[src/sv/sspq_pkg.sv]
// Shared types, constants and control structs for the stable sorted priority queue.
package sspq_pkg;

	localparam int DEPTH_DEF = 16;
	localparam int VALUE_W   = 32;
	localparam int PRIO_W    = 16;

	typedef logic signed [VALUE_W-1:0] value_t;
	typedef logic [PRIO_W-1:0]         prio_t;

	localparam logic   MODE_INSERT  = 1'b0;
	localparam logic   MODE_EXTRACT = 1'b1;
	localparam value_t EMPTY_VALUE  = '1;

	typedef struct packed {
		logic load;
		logic exec;
	} pq_cmd_t;

endpackage

[src/sv/sspq_in_if.sv]
// Input channel: one operation beat (insert or extract).
interface sspq_in_if;
	import sspq_pkg::*;

	logic   valid;
	logic   ready;
	logic   mode;
	value_t item_value;
	prio_t  item_priority;

	modport source (output valid, output mode, output item_value, output item_priority,
		input ready);
	modport sink (input valid, input mode, input item_value, input item_priority,
		output ready);
endinterface

[src/sv/sspq_out_if.sv]
// Output channel: one result beat per operation.
interface sspq_out_if;
	import sspq_pkg::*;

	logic   valid;
	logic   ready;
	value_t out_value;
	logic   got_item;
	logic   rejected;
	logic   now_empty;
	logic   now_full;

	modport source (output valid, output out_value, output got_item, output rejected,
		output now_empty, output now_full, input ready);
	modport sink (input valid, input out_value, input got_item, input rejected,
		input now_empty, input now_full, output ready);
endinterface

[src/sv/sspq_ctrl.sv]
// Controller: accepts a beat, schedules the update, manages the result register.
module sspq_ctrl (
	input  logic              clk,
	input  logic              arst_n,
	input  logic              in_valid,
	output logic              in_ready,
	output logic              out_valid,
	input  logic              out_ready,
	output sspq_pkg::pq_cmd_t cmd
);
	import sspq_pkg::*;

	localparam logic ST_IDLE = 1'b0;
	localparam logic ST_EXEC = 1'b1;

	logic state_q;
	logic out_valid_q;

	assign in_ready  = (state_q == ST_IDLE);
	assign out_valid = out_valid_q;
	assign cmd.load  = in_valid && in_ready;
	assign cmd.exec  = (state_q == ST_EXEC) && (!out_valid_q || out_ready);

	always_ff @(posedge clk or negedge arst_n) begin
		if (!arst_n) begin
			state_q     <= ST_IDLE;
			out_valid_q <= 1'b0;
		end else begin
			case (state_q)
				ST_IDLE: begin
					if (cmd.load) begin
						state_q <= ST_EXEC;
					end
				end
				ST_EXEC: begin
					if (cmd.exec) begin
						state_q <= ST_IDLE;
					end
				end
				default: begin
					state_q <= ST_IDLE;
				end
			endcase
			if (cmd.exec) begin
				out_valid_q <= 1'b1;
			end else if (out_ready) begin
				out_valid_q <= 1'b0;
			end
		end
	end
endmodule

[src/sv/sspq_dp.sv]
// Datapath: sorted slot chain with parallel compare, shift insert/extract, result register.
module sspq_dp #(
	parameter int DEPTH = sspq_pkg::DEPTH_DEF
) (
	input  logic              clk,
	input  logic              arst_n,
	input  sspq_pkg::pq_cmd_t cmd,
	input  logic              mode,
	input  sspq_pkg::value_t  item_value,
	input  sspq_pkg::prio_t   item_priority,
	output sspq_pkg::value_t  out_value,
	output logic              got_item,
	output logic              rejected,
	output logic              now_empty,
	output logic              now_full
);
	import sspq_pkg::*;

	localparam int CNT_W = $clog2(DEPTH + 1);

	logic             mode_q;
	value_t           val_q;
	prio_t            prio_q;
	logic [CNT_W-1:0] count_q;
	logic [CNT_W-1:0] count_next;

	value_t           slot_value_q    [DEPTH];
	prio_t            slot_priority_q [DEPTH];
	value_t           slot_value_next [DEPTH];
	prio_t            slot_prio_next  [DEPTH];
	logic [DEPTH-1:0] stay;

	logic   is_full;
	logic   is_empty;
	value_t res_value;
	logic   res_got;
	logic   res_rej;

	value_t out_value_q;
	logic   got_q;
	logic   rej_q;
	logic   empty_q;
	logic   full_q;

	assign is_full  = (count_q == CNT_W'(DEPTH));
	assign is_empty = (count_q == '0);

	always_comb begin
		for (int k = 0; k < DEPTH; k++) begin
			stay[k] = (CNT_W'(k) < count_q) && (slot_priority_q[k] <= prio_q);
		end
	end

	always_comb begin
		for (int k = 0; k < DEPTH; k++) begin
			slot_value_next[k] = slot_value_q[k];
			slot_prio_next[k]  = slot_priority_q[k];
		end
		count_next = count_q;
		res_value  = EMPTY_VALUE;
		res_got    = 1'b0;
		res_rej    = 1'b0;
		if (mode_q == MODE_INSERT) begin
			if (is_full) begin
				res_rej = 1'b1;
			end else begin
				count_next = count_q + CNT_W'(1);
				if (!stay[0]) begin
					slot_value_next[0] = val_q;
					slot_prio_next[0]  = prio_q;
				end
				for (int k = 1; k < DEPTH; k++) begin
					if (stay[k]) begin
						slot_value_next[k] = slot_value_q[k];
						slot_prio_next[k]  = slot_priority_q[k];
					end else if (stay[k-1]) begin
						slot_value_next[k] = val_q;
						slot_prio_next[k]  = prio_q;
					end else begin
						slot_value_next[k] = slot_value_q[k-1];
						slot_prio_next[k]  = slot_priority_q[k-1];
					end
				end
			end
		end else begin
			if (!is_empty) begin
				count_next = count_q - CNT_W'(1);
				res_value  = slot_value_q[0];
				res_got    = 1'b1;
				for (int k = 0; k < DEPTH - 1; k++) begin
					slot_value_next[k] = slot_value_q[k+1];
					slot_prio_next[k]  = slot_priority_q[k+1];
				end
			end
		end
	end

	always_ff @(posedge clk) begin
		if (cmd.load) begin
			mode_q <= mode;
			val_q  <= item_value;
			prio_q <= item_priority;
		end
		if (cmd.exec) begin
			for (int k = 0; k < DEPTH; k++) begin
				slot_value_q[k]    <= slot_value_next[k];
				slot_priority_q[k] <= slot_prio_next[k];
			end
			out_value_q <= res_value;
			got_q       <= res_got;
			rej_q       <= res_rej;
			empty_q     <= (count_next == '0);
			full_q      <= (count_next == CNT_W'(DEPTH));
		end
	end

	always_ff @(posedge clk or negedge arst_n) begin
		if (!arst_n) begin
			count_q <= '0;
		end else if (cmd.exec) begin
			count_q <= count_next;
		end
	end

	assign out_value = out_value_q;
	assign got_item  = got_q;
	assign rejected  = rej_q;
	assign now_empty = empty_q;
	assign now_full  = full_q;
endmodule

[src/sv/stable_sorted_priority_queue.sv]
// Stable sorted min-priority queue, top level.
// An accepted input beat is held in the operand registers; in the exec state the slot chain
// and result register update on a parallel compare of all DEPTH slots, and the result
// beat becomes valid. The next input beat is taken only on return to idle.
// A pending result stalls the update until the output register is taken.
// Reset (arst_n low, asynchronous) empties the queue; slot contents are not cleared.
module stable_sorted_priority_queue #(
	parameter int DEPTH = sspq_pkg::DEPTH_DEF
) (
	input  logic       clk,
	input  logic       arst_n,
	sspq_in_if.sink    in_ch,
	sspq_out_if.source out_ch
);
	import sspq_pkg::*;

	pq_cmd_t cmd;

	sspq_ctrl u_ctrl (
		.clk       (clk),
		.arst_n    (arst_n),
		.in_valid  (in_ch.valid),
		.in_ready  (in_ch.ready),
		.out_valid (out_ch.valid),
		.out_ready (out_ch.ready),
		.cmd       (cmd)
	);

	sspq_dp #(
		.DEPTH (DEPTH)
	) u_dp (
		.clk           (clk),
		.arst_n        (arst_n),
		.cmd           (cmd),
		.mode          (in_ch.mode),
		.item_value    (in_ch.item_value),
		.item_priority (in_ch.item_priority),
		.out_value     (out_ch.out_value),
		.got_item      (out_ch.got_item),
		.rejected      (out_ch.rejected),
		.now_empty     (out_ch.now_empty),
		.now_full      (out_ch.now_full)
	);
endmodule

[src/flat_wrapper.sv]
// flat-port wrapper written by rule: the top's interface ports become plain ports
module stable_sorted_priority_queue_flat import sspq_pkg::*;
#(
	parameter int DEPTH = sspq_pkg::DEPTH_DEF
)
  (clk, arst_n, in_ch_valid, in_ch_mode, in_ch_item_value, in_ch_item_priority, in_ch_ready, out_ch_valid, out_ch_out_value, out_ch_got_item, out_ch_rejected, out_ch_now_empty, out_ch_now_full, out_ch_ready);
  sspq_in_if in_ch_i ();
  sspq_out_if out_ch_i ();
  input  logic clk;
  input  logic arst_n;
  input wire logic [$bits(in_ch_i.valid)-1:0] in_ch_valid;
  input wire logic [$bits(in_ch_i.mode)-1:0] in_ch_mode;
  input wire logic [$bits(in_ch_i.item_value)-1:0] in_ch_item_value;
  input wire logic [$bits(in_ch_i.item_priority)-1:0] in_ch_item_priority;
  output wire logic [$bits(in_ch_i.ready)-1:0] in_ch_ready;
  output wire logic [$bits(out_ch_i.valid)-1:0] out_ch_valid;
  output wire logic [$bits(out_ch_i.out_value)-1:0] out_ch_out_value;
  output wire logic [$bits(out_ch_i.got_item)-1:0] out_ch_got_item;
  output wire logic [$bits(out_ch_i.rejected)-1:0] out_ch_rejected;
  output wire logic [$bits(out_ch_i.now_empty)-1:0] out_ch_now_empty;
  output wire logic [$bits(out_ch_i.now_full)-1:0] out_ch_now_full;
  input wire logic [$bits(out_ch_i.ready)-1:0] out_ch_ready;
  assign in_ch_i.valid = in_ch_valid;
  assign in_ch_i.mode = in_ch_mode;
  assign in_ch_i.item_value = in_ch_item_value;
  assign in_ch_i.item_priority = in_ch_item_priority;
  assign in_ch_ready = in_ch_i.ready;
  assign out_ch_valid = out_ch_i.valid;
  assign out_ch_out_value = out_ch_i.out_value;
  assign out_ch_got_item = out_ch_i.got_item;
  assign out_ch_rejected = out_ch_i.rejected;
  assign out_ch_now_empty = out_ch_i.now_empty;
  assign out_ch_now_full = out_ch_i.now_full;
  assign out_ch_i.ready = out_ch_ready;
  stable_sorted_priority_queue #(.DEPTH(DEPTH)) u_core (.clk(clk), .arst_n(arst_n), .in_ch(in_ch_i), .out_ch(out_ch_i));
endmodule
[config.mk]
export PLATFORM = sky130hd
export DESIGN_NAME = stable_sorted_priority_queue_flat
export DESIGN_NICKNAME = d
export VERILOG_FILES = /design/src/sv/sspq_pkg.sv /design/src/sv/sspq_in_if.sv /design/src/sv/sspq_out_if.sv /design/src/sv/sspq_ctrl.sv /design/src/sv/sspq_dp.sv /design/src/sv/stable_sorted_priority_queue.sv /design/src/flat_wrapper.sv
export SDC_FILE = /design/constraint.sdc
export NUM_CORES = 2
export LEC_CHECK = 0
export BUFFER_PORTS_ARGS = -buffer_cell sky130_fd_sc_hd__buf_2
export CORE_MARGIN = 2
export CORE_UTILIZATION = 40
export DETAILED_ROUTE_END_ITERATION = 8
export PLACE_DENSITY = 0.6
export SETUP_SLACK_MARGIN = 0.02
export SYNTH_ARGS = -nofsm -noshare
export SYNTH_HDL_FRONTEND = slang
export SYNTH_HIERARCHICAL = 1
export SYNTH_SLANG_ARGS = --single-unit
[constraint.sdc]
create_clock -name clk -period 10.2 [get_ports clk]
set_clock_uncertainty 0.05 [all_clocks]
set_input_delay 1.02 -clock clk [delete_from_list [all_inputs] [get_ports clk]]
set_output_delay 1.02 -clock clk [all_outputs]
set_load 0.1 [all_outputs]
==> impl_metrics.prom <==
# TYPE chip_impl_metric gauge
chip_impl_metric{name="vias",unit=""} 36500
chip_impl_metric{name="clkLatencyLatePin",unit="ps"} 720
chip_impl_info{name="synth-main-ff-cell",value="edfxtp_1"} 1
chip_impl_metric{name="hold_fix_buffers_cts",unit=""} 0
chip_impl_metric{name="reg2regPathDepth",unit=""} 9
chip_impl_metric{name="grt_remaining_overflow",unit=""} 0
chip_impl_metric{name="synth-edff-count",unit=""} 853
chip_impl_metric{name="detailed_place_hpwl",unit="um"} 103000
chip_impl_info{name="crit-reg2reg-launch",value="u_core/u_dp/prio_q[7]"} 1
chip_impl_metric{name="groute.layer.met3.usage",unit="%"} 5.91
chip_impl_metric{name="setup.reg_to_reg.worst_slack",unit="ps"} 4860
chip_impl_metric{name="fp.dieArea",unit="mm^2"} 0.120
chip_impl_metric{name="synth_adder_area_share",unit="%"} 6.91
chip_impl_metric{name="final_period_minus_worst_setup_slack",unit="ps"} 5340
chip_impl_info{name="cts-root-buf",value="clkbuf_16"} 1
chip_impl_metric{name="cp.required",unit="ps"} 10470
chip_impl_metric{name="critical_path.max_fanout",unit=""} 48
chip_impl_metric{name="rows",unit=""} 125
chip_impl_metric{name="fill_cells",unit=""} 10500
chip_impl_info{name="outcome",value="completed"} 1
chip_impl_metric{name="placement.io_buffers",unit=""} 90
chip_impl_metric{name="start_util",unit="%"} 40.4
chip_impl_metric{name="detailedRoute.firstIterationViolations",unit=""} 4959
chip_impl_metric{name="cts.path.max_buffers",unit=""} 3
chip_impl_info{name="synth_area_leader_cell",value="edfxtp_1"} 1
chip_impl_info{name="timing.hold.worst.class",value="input pin to asynchronous set/reset pin"} 1
chip_impl_metric{name="finalCritPeriodShare",unit="%"} 52.3
chip_impl_info{name="worstSetupPathType",value="register to register"} 1
chip_impl_metric{name="final_hold_viol_count",unit=""} 0
chip_impl_metric{name="global_route.usage.met1",unit="%"} 38.8
chip_impl_info{name="synth_most_common_cell",value="edfxtp_1"} 1
chip_impl_metric{name="antenna_found_initial",unit=""} 4
chip_impl_metric{name="ys_types",unit=""} 70
chip_impl_metric{name="synthMuxAreaShare",unit="%"} 1.18
chip_impl_metric{name="fin_cells",unit=""} 5344
chip_impl_info{name="grt_busiest_layer",value="met2"} 1
chip_impl_metric{name="transition_time_at_the_pin_with_the_least_slew_margin",unit="ps"} 1310
chip_impl_metric{name="wl",unit="um"} 178000
chip_impl_metric{name="final_setup_viols",unit=""} 0
chip_impl_metric{name="route.detailed.wl_per_inst",unit="um"} 33.4
chip_impl_metric{name="antenna_violating_nets_post_route",unit=""} 0
chip_impl_metric{name="final_slew_viol_count",unit=""} 0
chip_impl_metric{name="yosys.area_share.xor_xnor",unit="%"} 0.0374
chip_impl_metric{name="power.density_cell_area",unit="mW/mm^2"} 255
chip_impl_metric{name="die_w",unit="um"} 346
chip_impl_metric{name="grt_max_degree",unit=""} 197
chip_impl_metric{name="grt_first_pass_wirelength",unit="um"} 254000
chip_impl_metric{name="clock_pin_slew_of_the_registers_on_the_worst_case_setup_and_hold_paths",unit="ps"} 60
chip_impl_metric{name="numClockSinks",unit=""} 860
chip_impl_metric{name="final-seq-area",unit="mm^2"} 0.0258
chip_impl_metric{name="ys_ff_latch",unit=""} 860
chip_impl_metric{name="yosys.area_share.simple",unit="%"} 11.4
chip_impl_metric{name="async_reset_ff_share",unit="%"} 0.814
chip_impl_metric{name="seq_area_frac_synth",unit="%"} 55.0
chip_impl_metric{name="areaGrowthSynthToFinish",unit="%"} 11.1
chip_impl_metric{name="grt_pass1_vias",unit=""} 35000
chip_impl_info{name="grt_setup_unrepaired",value="false"} 1
chip_impl_metric{name="irDropWorstVdd",unit="mV"} 0.173
chip_impl_metric{name="routabilityCongestion",unit=""} 0.999
chip_impl_metric{name="synthesized_area_fraction_occupied_by_ao_oa_aoi_and_oai_cells",unit="%"} 21.6
chip_impl_metric{name="synthesis.area",unit="mm^2"} 0.0469
chip_impl_info{name="largest_family_of_logic_cells_by_synthesized_area",value="compound AO/OA/AOI/OAI gates"} 1
chip_impl_metric{name="design.final.nets",unit=""} 4050
chip_impl_metric{name="viasPerCell",unit=""} 6.83
chip_impl_metric{name="die_h",unit="um"} 346
chip_impl_info{name="top_cells_by_area_in_the_synthesized_netlist",value="edfxtp_1 (55%), a221o_1 (11%), ha_1 (6.9%)"} 1
chip_impl_metric{name="htree_num_levels",unit=""} 3
chip_impl_info{name="capturing_point_of_the_worst_reg2reg_path",value="u_core/u_dp/slot_value_q[1][68]"} 1
chip_impl_metric{name="global_route.usage.total",unit="%"} 28.8
chip_impl_metric{name="max_clock_freq",unit="MHz"} 187
chip_impl_metric{name="cts_post_setup_buffers_inserted",unit=""} 0
chip_impl_metric{name="synth_top_cell_area_share",unit="%"} 54.6
chip_impl_metric{name="cts_buffer_count",unit=""} 100
chip_impl_metric{name="netlist_instances",unit=""} 3831
chip_impl_info{name="start_kind",value="register"} 1
chip_impl_metric{name="core_area",unit="mm^2"} 0.116
chip_impl_metric{name="drive_above_1_share",unit="%"} 12.5
chip_impl_metric{name="max_cap_violations",unit=""} 0
chip_impl_info{name="critical_path.endpoint_type",value="register"} 1
chip_impl_metric{name="fin_tns_setup",unit="ps"} 0
chip_impl_metric{name="io_pins",unit=""} 91
chip_impl_metric{name="slew_headroom",unit="%"} 12.7
chip_impl_metric{name="multi_input_area",unit="mm^2"} 0.0197
chip_impl_metric{name="drt_first_pass_iters",unit=""} 6
chip_impl_metric{name="crit_arrival",unit="ps"} 5610
chip_impl_info{name="synth_cell_count_leaders",value="edfxtp_1 (853), a221o_1 (529), and2_1 (381), clkbuf_1 (260), ha_1 (259)"} 1
chip_impl_info{name="tritoncts_clock_tree",value="yes"} 1
chip_impl_metric{name="synth_area_per_cell",unit="um^2"} 12.2
chip_impl_metric{name="dpl.cell_count",unit=""} 5160
chip_impl_info{name="crit_path_launch",value="u_core/u_dp/prio_q[7]"} 1
chip_impl_metric{name="yosysWarnings",unit=""} 6
chip_impl_metric{name="globalRouteMet2Util",unit="%"} 44.2
chip_impl_metric{name="ctsResizeCount",unit=""} 0
chip_impl_metric{name="remaining_drc_errors",unit=""} 0
chip_impl_metric{name="static-leakage-power",unit="nW"} 18.3
chip_impl_metric{name="postSynthNetCount",unit=""} 4143
[area by class of cell]
class	instances	share of cell area (%)
clock inverters	68	1.52
repair buffers	165	1.99
diodes	1	0.00480
flip-flops and latches	860	49.5
inverters	92	0.668
multi-input cells	2519	37.7
well taps	1524	3.66
clock buffers	115	4.91
[metal layers]
layer,up-vias,wire length (um)
met1,18300,72100
met5,-,35
li1,15300,-
met3,497,18000
met2,2397,79100
met4,6,9120
[worst max-delay path by stage]
stage	endpoint	slack (ps)	depth (start not counted)
floorplan	u_core/u_dp/slot_priority_q[1][32]	4370	6
global placement	u_core/u_dp/slot_value_q[1][69]	5040	9
detailed placement	u_core/u_dp/slot_value_q[1][68]	5020	9
CTS	u_core/u_dp/slot_value_q[1][70]	5000	9
global route	u_core/u_dp/slot_value_q[1][69]	4810	9
finish	u_core/u_dp/slot_value_q[1][68]	4860	9
[state kept, by name, summed over array words and instances, names as in the netlist]
register and cells:
u_core/u_ctrl/out_valid 1, u_core/u_ctrl/state_q 1, u_core/u_dp/count_q 5, u_core/u_dp/got_item 1, u_core/u_dp/mode_q 1, u_core/u_dp/now_empty 1
u_core/u_dp/now_full 1, u_core/u_dp/out_value 32, u_core/u_dp/prio_q 16, u_core/u_dp/rejected 1, u_core/u_dp/slot_priority_q 256, u_core/u_dp/slot_value_q 512
u_core/u_dp/val_q 32
[cells in the final DEF (no fill, tap or decap), types with 7 or more instances in the layout]
cell | synthesis | layout
o221ai_1 | 48 | 48
buf_4 | 3 | 73
mux2_2 | 49 | 49
dfrtp_1 | 7 | 7
nor2b_1 | 17 | 17
clkinv_1 | 0 | 19
edfxtp_1 | 853 | 853
nand3_1 | 157 | 157
a211oi_1 | 59 | 57
or2_2 | 8 | 9
nor2_1 | 138 | 134
inv_1 | 91 | 90
nand2b_1 | 43 | 43
o21ai_0 | 96 | 95
a21oi_4 | 0 | 14
a22oi_1 | 48 | 48
a22o_1 | 32 | 32
ha_1 | 259 | 259
clkinv_2 | 0 | 19
a21oi_1 | 130 | 116
nand4_1 | 47 | 47
nand2_1 | 169 | 168
a31o_2 | 49 | 49
a221o_1 | 529 | 529
a32oi_1 | 48 | 48
a21o_1 | 27 | 27
o211ai_1 | 68 | 68
buf_2 | 78 | 90
and2_1 | 381 | 377
o21a_1 | 16 | 13
nor4_1 | 9 | 9
bufinv_16 | 0 | 13
clkbuf_16 | 0 | 100
clkbuf_1 | 260 | 15
[through the flow]
stage | area, um^2 | power (mW) | util [%] | hold slack (ps) | worst slack (ps)
4_1_cts | 52100 | 13.2 | 44.8 | 137 | 5000
3_5_place_dp | 48700 | 9.46 | 41.9 | 465 | 5020
6_report | 52100 | 13.3 | 44.8 | 165 | 4860
5_1_grt | 52100 | 13.7 | 44.8 | 152 | 4810
3_3_place_gp | 48700 | 9.41 | 41.9 | 468 | 5040
2_1_floorplan | 46900 | 7.80 | - | 455 | 4370
[cells by family after synthesis]
| kind of cell | count (synthesis) |
|---|---|
| buffers and inverters | 452 |
| and+or+nand+nor | 1002 |
| DFF | 860 |
| muxes | 49 |
| xor gates and xnor gates | 2 |
| AOI/OAI and AO/OA | 1207 |
| adders and majority gates | 259 |
[power breakdown]
group / switching [mW] / internal, mW
clock: 1.60 / 2.15
sequential: 0.505 / 4.86
combinational: 2.85 / 1.35
total: 4.96 / 8.35
[worst max-delay path: stages (launching register included)]
cell	delay, ps
edfxtp_1	780
inv_1	530
ha_1	430
and4_1	220
nand4_1	210
or2_2	150
buf_4	740
or2b_2	390
a31oi_4	650
buf_4	720
(Power assumes the default switching activity.)
